==> config.mk <==
export PLATFORM = sky130hd
export DESIGN_NAME = vuc_isqrt
export DESIGN_NICKNAME = d
export VERILOG_FILES = /design/src/design/vuc_pkg.sv /design/src/design/vuc_isqrt.sv
export SDC_FILE = /design/constraint.sdc
export NUM_CORES = 1
export LEC_CHECK = 0
export ABC_AREA = 1
export BUFFER_PORTS_ARGS = -buffer_cell sky130_fd_sc_hd__buf_2
export CAP_MARGIN = 0
export CORE_UTILIZATION = 58
export DETAILED_ROUTE_END_ITERATION = 10
export GPL_ROUTABILITY_DRIVEN = 0
export PLACE_DENSITY = 0.74
export REMOVE_ABC_BUFFERS = 1
export SYNTH_ARGS = -nofsm -noshare
export SYNTH_HDL_FRONTEND = slang
export SYNTH_SLANG_ARGS = --single-unit
==> constraint.sdc <==
create_clock -name clk -period 1.9 [get_ports clk]
set_input_delay 0.095 -clock clk [delete_from_list [all_inputs] [get_ports clk]]
set_output_delay 0.095 -clock clk [all_outputs]
set_load 0.05 [all_outputs]
==> src/design/vuc_pkg.sv <==
package vuc_pkg;

  localparam int ROBOT_COUNT  = 64;
  localparam int CORDIC_STEPS = 17;
  localparam int SQRT_STEPS   = 16;
  // angle unit: magnitude/lzc stage, shift stage, CORDIC steps, quadrant fix
  localparam int ANG_LAT      = CORDIC_STEPS + 3;
  localparam int SQRT_PAD     = ANG_LAT - SQRT_STEPS - 1;

  localparam logic signed [19:0] ANG_PI      = 20'sd205887;
  localparam logic signed [19:0] ANG_HALF_PI = 20'sd102944;

  localparam logic [14:0] TURN_MAX_RST   = 15'd4915;
  localparam logic [12:0] SPEED_FLR_RST  = 13'd41;
  localparam logic [13:0] DEAD_BAND_RST  = 14'd410;

  localparam logic [1:0] REG_TURN_MAX  = 2'd0;
  localparam logic [1:0] REG_SPEED_FLR = 2'd1;
  localparam logic [1:0] REG_DEAD_BAND = 2'd2;

  typedef logic signed [33:0] arg_t;
  typedef logic signed [18:0] angle_t;

  typedef struct packed {
    logic both_zero;
    logic ax_zero;
    logic ay_zero;
    logic x_neg;
    logic y_neg;
  } quad_t;

  function automatic logic signed [19:0] atan_at(input logic [4:0] i);
    logic signed [19:0] a;
    unique case (i)
      5'd0:    a = 20'sd51472;
      5'd1:    a = 20'sd30386;
      5'd2:    a = 20'sd16055;
      5'd3:    a = 20'sd8150;
      5'd4:    a = 20'sd4091;
      5'd5:    a = 20'sd2047;
      5'd6:    a = 20'sd1024;
      5'd7:    a = 20'sd512;
      5'd8:    a = 20'sd256;
      5'd9:    a = 20'sd128;
      5'd10:   a = 20'sd64;
      5'd11:   a = 20'sd32;
      5'd12:   a = 20'sd16;
      5'd13:   a = 20'sd8;
      5'd14:   a = 20'sd4;
      5'd15:   a = 20'sd2;
      5'd16:   a = 20'sd1;
      default: a = 20'sd0;
    endcase
    return a;
  endfunction

endpackage

==> src/design/vuc_isqrt.sv <==
module vuc_isqrt
  import vuc_pkg::*;
(
  input  logic        clk,
  input  logic        en,
  input  logic [31:0] radicand,
  output logic [15:0] root
);

  logic [32:0] v_r [SQRT_STEPS+1];
  logic [32:0] r_r [SQRT_STEPS+1];
  logic [15:0] d_r [SQRT_PAD+1];

  assign v_r[0] = 33'(radicand);
  assign r_r[0] = '0;

  for (genvar i = 0; i < SQRT_STEPS; i++) begin : g_digit
    localparam logic [32:0] BIT = 33'(1) << (30 - 2 * i);
    logic [32:0] t;
    assign t = r_r[i] + BIT;
    always_ff @(posedge clk) begin
      if (en) begin
        if (v_r[i] >= t) begin
          v_r[i+1] <= v_r[i] - t;
          r_r[i+1] <= (r_r[i] >> 1) + BIT;
        end else begin
          v_r[i+1] <= v_r[i];
          r_r[i+1] <= r_r[i] >> 1;
        end
      end
    end
  end

  // round to nearest, then pad to the angle unit's latency
  always_ff @(posedge clk) begin
    if (en) begin
      d_r[0] <= (v_r[SQRT_STEPS] > r_r[SQRT_STEPS]) ? 16'(r_r[SQRT_STEPS] + 33'd1)
                                                    : 16'(r_r[SQRT_STEPS]);
    end
  end

  for (genvar j = 0; j < SQRT_PAD; j++) begin : g_pad
    always_ff @(posedge clk) begin
      if (en) d_r[j+1] <= d_r[j];
    end
  end

  assign root = d_r[SQRT_PAD];

endmodule

==> reports/summary.md, run 1 <==
The cell taking the most area after synthesis was edfxtp_1. After global-route timing repair, the worst endpoint was v_r[105]$_DFFE_PP_/D. The distinct cell type count after synthesis is 51. Including well taps, the total number of placed cells is 6420. Fraction of the yosys area taken by sequential cells: 0.5409. The die boundary width works out to 266.0 µm. For the post-detailed-placement half-perimeter wirelength, the log shows 80390 µm. By area, the combinational part of the netlist is dominated by simple AND/OR/NAND/NOR gates.

The run gives 26 as the remaining global-route overflow. Pin placement for this block handled 50 I/O pins. The xor and xnor area share after synthesis is 0.03337. Proportion of synthesized area in mux cells: 0.

The post-synth design cell area is 40420 µm². The area fraction of the dominant cell type after synthesis was 0.5409. The CTS root buffer is clkbuf_16.

The clock passes through at most 3 buffers. The synthesized-area fraction occupied by and/or/nand/nor cells came out at 0.2552. The classification of the worst endpoint is a register data pin.

Counting every sink on the clock net gives 728. The logs give 96 for the number of rows in the core area and 0.7436 for the aggregate global-route resource usage. The number of port buffers is 49, and the height of the chip is 266.0 µm. Yosys attributes the largest share of cell area to edfxtp_1 (54%), nand2_1 (13%), inv_1 (6.9%), ha_1 (5.2%), nor2_1 (4.0%). The mean cell area of the mapped netlist works out to 8.806 µm². The flip-flop and latch count after synthesis was 728. The Yosys step of the flow raised 0 warnings. Post-synthesis compound-gate area fraction: 0.04127. The most used flip-flop cell after synthesis is edfxtp_1. Counting flops with a built-in enable in the synthesized netlist gives 728.

The post-synthesis adder-cell area fraction works out to 0.05232. It got as far as global routing (5_1_grt) and failed there. The tools report the total clock buffers created by CTS as 75. The starting density of the core is 0.5872. The deepest level of the CTS H-tree was 3; the gate count after technology mapping was 4590. The run stopped with a tool error. Async set-or-reset flop fraction in the synthesized netlist: 0. Prior to clock tree synthesis, the placed netlist has a worst setup slack of -0.4231 ns.

The largest net degree at the start of global routing was 82. The first error in the log reads "[ERROR GRT-0232] Routing congestion too high. Check the congestion heatmap in the GUI".
==> repair_timing <==
| action | in CTS |
|---|---|
| gates resized for setup | 625 |
| gates cloned | 14 |
| setup buffers | 134 |
| hold buffers | 33 |
| endpoints found under the hold margin | 88 |
| endpoints found under the setup margin | 313 |
| pin swaps | 162 |
==> metrics by stage <==
step | hold slack, ns | cell area, µm² | util
2_1_floorplan | 0.1939 | 40140 | -
3_3_place_gp | 0.2865 | 48440 | 0.7038
3_5_place_dp | 0.2898 | 48440 | 0.7038
4_1_cts | 0.1312 | 55400 | 0.8049
==> layer usage <==
metal  GRT overflow  track usage
met3             18       0.6678
met1              2       0.7238
met2              0       0.8762
met4              6       0.6754
met5              0       0.5343
==> logic make-up after synthesis <==
logic type | Yosys count
XOR/XNOR | 154
buffers and inverters | 789
AND/OR/NAND/NOR | 2456
AO/OA/AOI/OAI | 294
flip-flops | 728
adder cells (fa/ha/maj) | 169
==> cells in the mapped netlist, types with 11 or more instances <==
cell	n
o21ai_0	82
ha_1	169
nor2_1	434
nand3b_1	16
buf_4	11
xnor2_1	41
edfxtp_1	728
nor3_1	69
nand2_1	1439
nand2_2	17
inv_1	742
buf_2	12
nor4_1	28
nor2_2	19
xor2_1	113
a21oi_2	19
nand4_1	93
o21bai_1	11
nand3_1	306
a21oi_1	149
==> run 2, diff against run 1 <==
- CORE_UTILIZATION: 58 -> 40
- PLACE_DENSITY: 0.74 -> default
- PLACE_DENSITY_LB_ADDON: default -> 0.15
- clock period: 1.9 -> 2.5 ns (I/O delays scaled with it)
==> run 2 against run 1 <==
Against the previous run:
- the flow now finishes without violations
- area after synthesis stayed put
- synthesized cell count did not move
==> reports/summary.md, run 2 <==
The total length of routed wires came out at 100300 µm. The first detailed-routing pass ran for 8 iterations. The post-synth design cell area was 40420 µm² (unchanged). Distinct cell type count after synthesis: 51 (unchanged). For the clock latency at the later pin of the worst-skew pair, the log shows 0.65 ns. The post-route fraction of the period consumed by the critical path was 0.9673; the area fraction of the dominant cell type after synthesis was 0.5409 (unchanged). The worst path needs 2.418 ns of the cycle, external delays included. The final route contains 30560 vias.

The logs give 116 (+21%) for the number of rows in the core area and 50 (unchanged) for the top-level I/O count. The largest fanout of any net on the critical path is 16, and the number of global-route vias before repair is 29400. The count of endpoints failing hold in the final timing report is 0, and the post-detailed-route DRC marker count is 0. The fraction of power spent switching nets is 0.3061. The flip-flop and latch count after synthesis was 728 (unchanged). In this run the critical register-to-register path is launched from v_r[147]$_DFFE_PP_. The flop-to-flop setup slack came out at 0.08 ns. For the final-report setup violation count, the log shows 0. The worst hold path class was input port to flop. The worst slew slack as a fraction of its limit came out at 0.5302. Kind of end point of the critical path: a flop. The number of flip-flops under the largest register name is 528. The clock-pin transition on the worst setup and hold timing paths came out at 0.06 ns. The run gives 0.01079 W as the switching power summed over all nets.

In the final routed layout, each cell accounts on average for 16.17 µm. The path with the worst hold slack has its endpoint at v_r[508]$_DFFE_PP_. The final layout contains 5048 nets. For the aggregate global-route resource usage, the log shows 0.1956.

The tools report the placeable core area as 100100 µm². The most used flip-flop cell after synthesis is edfxtp_1. The part of the power in registers came out at 0.459. The library cell used most frequently in the layout, excluding fill and tap cells, is nand2_1. For the total inserted antenna cells, the log shows 0.

Leaving out filler cells and counting taps, the final layout contains 6204. The run finished with clean final reports. The number of warnings reported in the yosys synthesis log is 0 (unchanged). Sorting the synthesized cells by area gives the leading types as edfxtp_1 (54%), nand2_1 (13%), inv_1 (6.9%), ha_1 (5.2%), nor2_1 (4.0%).

Cell taking the most area after synthesis: edfxtp_1. The first global-routing pass estimated 157900 µm of wire. The fmax was 413.5 MHz. In the layout the commonest cells are nand2_1 (1439), inv_1 (742), edfxtp_1 (728).

The register with the most flip-flops in the final layout is v_r. The starting density of the core was 0.4036 (-0.1837); the cell-internal power was 0.02446 W. The detail route stage leaves a number of antenna-violating nets equal to 0. The clock arrives with 0.02163 ns of skew. Global routing finished with a remaining overflow of 0. The share of cells above drive strength 1 works out to 0.08031. The total clock buffers created by CTS is 83 (+11%), and the deepest level of the CTS H-tree is 3 (unchanged). STA puts the critical path data arrival time at 2.80 ns.

The TritonCTS sink count came out at 728 (unchanged). The startpoint class of the critical path is a flop. The floorplan step defined a die boundary enclosing 102300 µm². The run gives 0.335 as the part of the power in the clock network. Kind of critical path: flop to flop.

The logs give 0 ns for the post-route setup TNS and 0.207 for the proportion of power drawn by combinational gates. Compared with the post-synthesis result, the final layout area differs by 14.11%. By count the netlist is led by nand2_1 (1439), inv_1 (742), edfxtp_1 (728). The mean cell area of the mapped netlist works out to 8.806 µm² (unchanged). The number of port buffers works out to 49 (unchanged).

For the buffer levels on the longest clock path, the log shows 3 (unchanged). The startpoint identified for the worst hold timing path is radicand[13]. Summed over all cells, the static leakage comes to 20.59 nW. Initial antenna violation count: 0. Among all cell types in the netlist, the one instantiated most often is nand2_1. Using the TritonRoute via totals, the vias-per-cell ratio works out to 4.926. The worst hold path was traced through 2 stages. The number of instances in the placed design was 6024 (-6.2%). The count of flip-flops with a built-in enable after synthesis works out to 728 (unchanged). The tools report the number of DRC violations after detailed-routing iteration 0 as 2321. The logs give 77660 µm (-3.4%) for the post-detailed-placement half-perimeter wirelength and 0.5357 mV for the highest ir drop seen on vdd.

The total count of max-transition violations in the final report was 0. Clock tree synthesis selected as its root buffer the cell clkbuf_16. The endpoint identified for the worst register-to-register timing path is v_r[117]$_DFFE_PP_. The transition at the pin with the smallest max-transition slack was 0.6994 ns; the depth of the worst register-to-register path was 10. Power density normalized to cell area: 764.3 nW/µm². Fraction of the yosys area taken by sequential cells: 0.5409 (unchanged). Across the run, the number of max-cap violations was 0. The async set-or-reset flop fraction in the synthesized netlist is 0 (unchanged), and the largest net degree at the start of global routing is 94. The largest registers in the layout are v_r x528, r_r x136, d_r x64. For the gate count after technology mapping, the log shows 4590 (unchanged). TritonCTS built the clock tree. The height of the chip is 319.9 µm (+20%), and the required time of the worst setup path is 2.88 ns. Die boundary width: 319.9 µm (+20%).
-- run 2: cell counts after synthesis --
No cell type changed its count.
-- run 2: worst max-delay path by stage --
stage / startpoint / endpoint / slack, ns / depth (start not counted)
floorplan: v_r[40]$_DFFE_PP_ / v_r[10]$_DFFE_PP_ / 0.25 / 11
global placement: v_r[246]$_DFFE_PP_ / v_r[218]$_DFFE_PP_ / -0.24 / 10
detailed placement: v_r[245]$_DFFE_PP_ / v_r[214]$_DFFE_PP_ / -0.14 / 10
CTS: v_r[245]$_DFFE_PP_ / v_r[214]$_DFFE_PP_ / 0.06 / 10
global route: v_r[82]$_DFFE_PP_ / v_r[36]$_DFFE_PP_ / -0.008 / 10
finish: v_r[147]$_DFFE_PP_ / v_r[117]$_DFFE_PP_ / 0.08 / 10
-- run 2: critical path: stages, from the launching register on --
cell and delay, ns:
edfxtp_1 0.43, ha_1 0.40, nand2_1 0.17, inv_1 0.06, a21oi_1 0.30, nand3_2 0.16, nand2_2 0.10, nand3_4 0.17
buf_12 0.21, nand3_1 0.07, nand2_1 0.10
-- run 2: per-layer routing --
metal  up-vias  global-route usage  part of all wire
li1      15530                   -                 -
met1     14150              0.2687              0.47
met2       717              0.3203              0.46
met3       158             0.02717             0.050
met4         0             0.05859             0.027
met5         -                   0                 0
-- run 2: area by class of cell --
| class | count | area [µm²] |
|---|---|---|
| Clock buffer | 96 | 2126 |
| Multi-Input combinational cell | 3073 | 15470 |
| Clock inverter | 50 | 498.0 |
| Tap cell | 1298 | 1624 |
| Timing Repair Buffer | 206 | 1704 |
| Sequential cell | 728 | 21860 |
| Fill cell | 9728 | 54030 |
| Inverter | 753 | 2834 |
-- run 2: cell families after synthesis --
| kind of cell | count (synthesis) | synth area share |
|---|---|---|
| buffers and inverters | 789 | 0.07699 |
| flip-flops | 728 | 0.5409 |
| XOR/XNOR | 154 | 0.03337 |
| AND/OR/NAND/NOR | 2456 | 0.2552 |
| AO/OA/AOI/OAI | 294 | 0.04127 |
| adder cells (fa/ha/maj) | 169 | 0.05232 |
-- run 2: through the flow --
stage	hold WS, ns	setup slack, ns	power (W)	util	instance area, µm²
floorplan	0.2239	0.2537	0.02107	-	40140
global placement	0.3186	-0.2436	0.02359	0.4307	43130
detailed placement	0.3194	-0.1381	0.02362	0.4307	43130
CTS	0.1437	0.05612	0.03559	0.4602	46090
global route	0.1647	-0.008258	0.03716	0.4605	46120
finish	0.2021	0.08185	0.03525	0.4605	46120
-- run 2: repair_timing --
action,in CTS,in global routing
endpoints found under the hold margin,53,0
gates resized for setup,1,5
setup buffers,0,1
hold buffers,33,0
cloned,0,0
setup endpoints to repair,12,33
-- run 2: power by group through the flow --
stage	Sequential [W]	Combinational [W]	Clock, W
2_1_floorplan	0.0160	0.00509	0
3_3_place_gp	0.0164	0.00716	0
3_5_place_dp	0.0164	0.00719	0
4_1_cts	0.0162	0.00727	0.0121
5_1_grt	0.0163	0.00832	0.0125
6_report	0.0162	0.00729	0.0118
Note: power is estimated with default switching activity, not from simulation.
==> run 3, diff against run 2 <==
- MAX_ROUTING_LAYER: default -> met4
==> run 3 against run 2 <==
Against the previous run:
- count of clock-buffer cells in the layout unchanged
- first-iteration DRC count up 6.9%
- power hardly changed
==> reports/summary.md, run 3 (same netlist as run 2, synthesis figures left out) <==
The flow ran to the end, and the final reports show no timing, DRC or antenna violations. The signal arrival time at the worst endpoint is 2.79 ns (about the same), and the post-detailed-route DRC marker count is 0 (unchanged). The share of cells above drive strength 1 is 0.08031 (unchanged), and the die boundary width is 319.9 µm (unchanged).

Height of the chip: 319.9 µm (unchanged). The clock latency at the later pin of the worst-skew pair was 0.65 ns (about the same); the area growth from synthesis to layout was 14.11% (unchanged). The aggregate global-route resource usage is 0.2015 (+0.005946). The largest registers in the layout are v_r x528, r_r x136, d_r x64. The number of flip-flops under the largest register name was 528 (unchanged). The run gives 0.4956 (-0.03457) as the worst slew slack as a fraction of its limit.

The post-route setup TNS is 0 ns (unchanged), and the leakage power is 20.59 nW (unchanged). The clock-pin transition on the worst setup and hold timing paths was 0.06 ns (about the same). The run gives 0 (unchanged) as the total inserted antenna cells.

The worst setup path is launched from a flop. The reported max-cap violation count came out at 0 (unchanged). The count of filler cells inserted in the layout was 9728 (unchanged). TritonCTS built the clock tree.

The worst-case clock skew came out at 0.02103 ns (-0.0006024 ns). The final standard cell utilization of the core is 0.4605 (unchanged), and the final-report setup violation count is 0 (unchanged). The remaining global-route overflow is 0 (unchanged), and the largest fanout of any net on the critical path is 16 (unchanged). The logs give 7 (-1) for the number of detailed-routing iterations run before antenna repair and 50 (unchanged) for the top-level I/O count.

The worst setup path is of the flop to flop kind. The total length of routed wires is 100400 µm (about the same), and the power density normalized to cell area is 764.3 nW/µm² (about the same). The logs give 0 (unchanged) for the total count of max-transition violations in the final report and 0 (unchanged) for the residual antenna-violating net count after detailed routing. The run gives 158000 µm (about the same) as the first-pass GRT wire length.

The placeable core area was 100100 µm² (unchanged); the number of DRC violations after detailed-routing iteration 0 was 2480 (+6.9%). The total clock buffers created by CTS was 83 (unchanged); the via density per instance was 4.936 (+0.22%). The number of rows in the core area was 116 (unchanged). For the fmax, the log shows 415.3 MHz (+0.42%).

TritonCTS sink count: 728 (unchanged). The post-route fraction of the period consumed by the critical path works out to 0.9632 (-0.004082). The average detailed-routed wire length per instance works out to 16.18 µm (about the same).

The run gives 0 (unchanged) as the count of endpoints failing hold in the final timing report. The required time of the worst setup path is 2.88 ns (about the same). Worst hold path class: input port to flop. Buffer levels on the longest clock path: 3 (unchanged). The deepest level of the CTS H-tree was 3 (unchanged); the number of vias in the routed layout was 30630 (+0.22%).

The register with the most flip-flops in the final layout is v_r. The final critical-path required period is 2.408 ns (-0.01020 ns). The post-detailed-placement half-perimeter wirelength came out at 77660 µm (unchanged). The largest net degree at the start of global routing came out at 94 (unchanged). The initial antenna violation count came out at 0 (unchanged). The area of the multi-input gates came out at 15470 µm² (unchanged).

The number of global-route vias before repair was 29380 (-0.061%); the number of port buffers was 49 (unchanged). The run gives 0.4036 (unchanged) as the starting density of the core. For the highest ir drop seen on vdd, the log shows 0.5355 mV (about the same).

Commonest non-fill, non-tap cell in the layout: nand2_1. Kind of end point of the critical path: a flop. The tools report the area of the die as 102300 µm² (unchanged).

The footprint of the flip-flops and latches is 21860 µm² (unchanged), and the power after layout is 0.03525 W (about the same). The transition at the pin with the smallest max-transition slack works out to 0.7508 ns (+0.05146 ns). Leaving out fill and tap cells, the most frequent cells in the layout are nand2_1 (1439), inv_1 (742), edfxtp_1 (728). For the final layout net count, the log shows 5048 (unchanged).

The CTS root buffer is clkbuf_16.
-- run 3: cell counts in the layout (fill, tap and decap cells not counted) --
No cell type changed its count.
-- run 3: area by class of cell --
class | instances | area share
Sequential cell | 728 | 0.4740
Timing Repair Buffer | 206 | 0.03695
Clock buffer | 96 | 0.04609
Inverter | 753 | 0.06145
Multi-Input combinational cell | 3073 | 0.3355
Clock inverter | 50 | 0.01080
Tap cell | 1298 | 0.03521
-- run 3: what timing repair did --
action                                 CTS  global route
setup endpoints to repair               12            33
hold buffers                            33             0
endpoints found under the hold margin   53             0
gates resized for setup                  1             5
setup buffers                            0             1
-- run 3: per-stage QoR --
| step | cells | worst slack [ns] | area, µm² | hold slack [ns] |
|---|---|---|---|---|
| 2_1_floorplan | 4554 | 0.2537 | 40140 | 0.2239 |
| 3_3_place_gp | 6024 | -0.2436 | 43130 | 0.3186 |
| 3_5_place_dp | 6024 | -0.1381 | 43130 | 0.3194 |
| 4_1_cts | 6203 | 0.05612 | 46090 | 0.1437 |
| 5_1_grt | 6204 | -0.008258 | 46120 | 0.1647 |
| 6_report | 6204 | 0.09205 | 46120 | 0.2021 |
-- run 3: worst paths after layout --
check                       from             endpoint  slack (ns)  depth (start not counted)
min                 radicand[13]   v_r[508]$_DFFE_PP_        0.20                          2
min reg2reg  d_r[1][9]$_DFFE_PP_  d_r[2][9]$_DFFE_PP_        0.41                          0
max           v_r[147]$_DFFE_PP_   v_r[117]$_DFFE_PP_        0.09                         10
max reg2reg   v_r[147]$_DFFE_PP_   v_r[117]$_DFFE_PP_        0.09                         10
-- run 3: worst max-delay path, cell delays in order (launching register included) --
cell and delay, ns:
edfxtp_1 0.43, ha_1 0.39, nand2_1 0.16, inv_1 0.05, a21oi_1 0.30, nand3_2 0.16, nand2_2 0.10, nand3_4 0.16
buf_12 0.21, nand3_1 0.07, nand2_1 0.10
-- run 3: report_power, final --
part           internal [W]  total, W  switching [W]
sequential           0.0152    0.0162       0.000997
clock               0.00675    0.0118        0.00503
combinational       0.00254   0.00729        0.00476
total                0.0245    0.0352         0.0108
-- run 3: per-layer routing --
metal,track usage,up-vias,wire [µm]
li1,-,15520,-
met1,0.2688,14200,46820
met2,0.3201,744,45910
met3,0.02710,164,4962
met4,0.05922,0,2678
met5,-,-,0
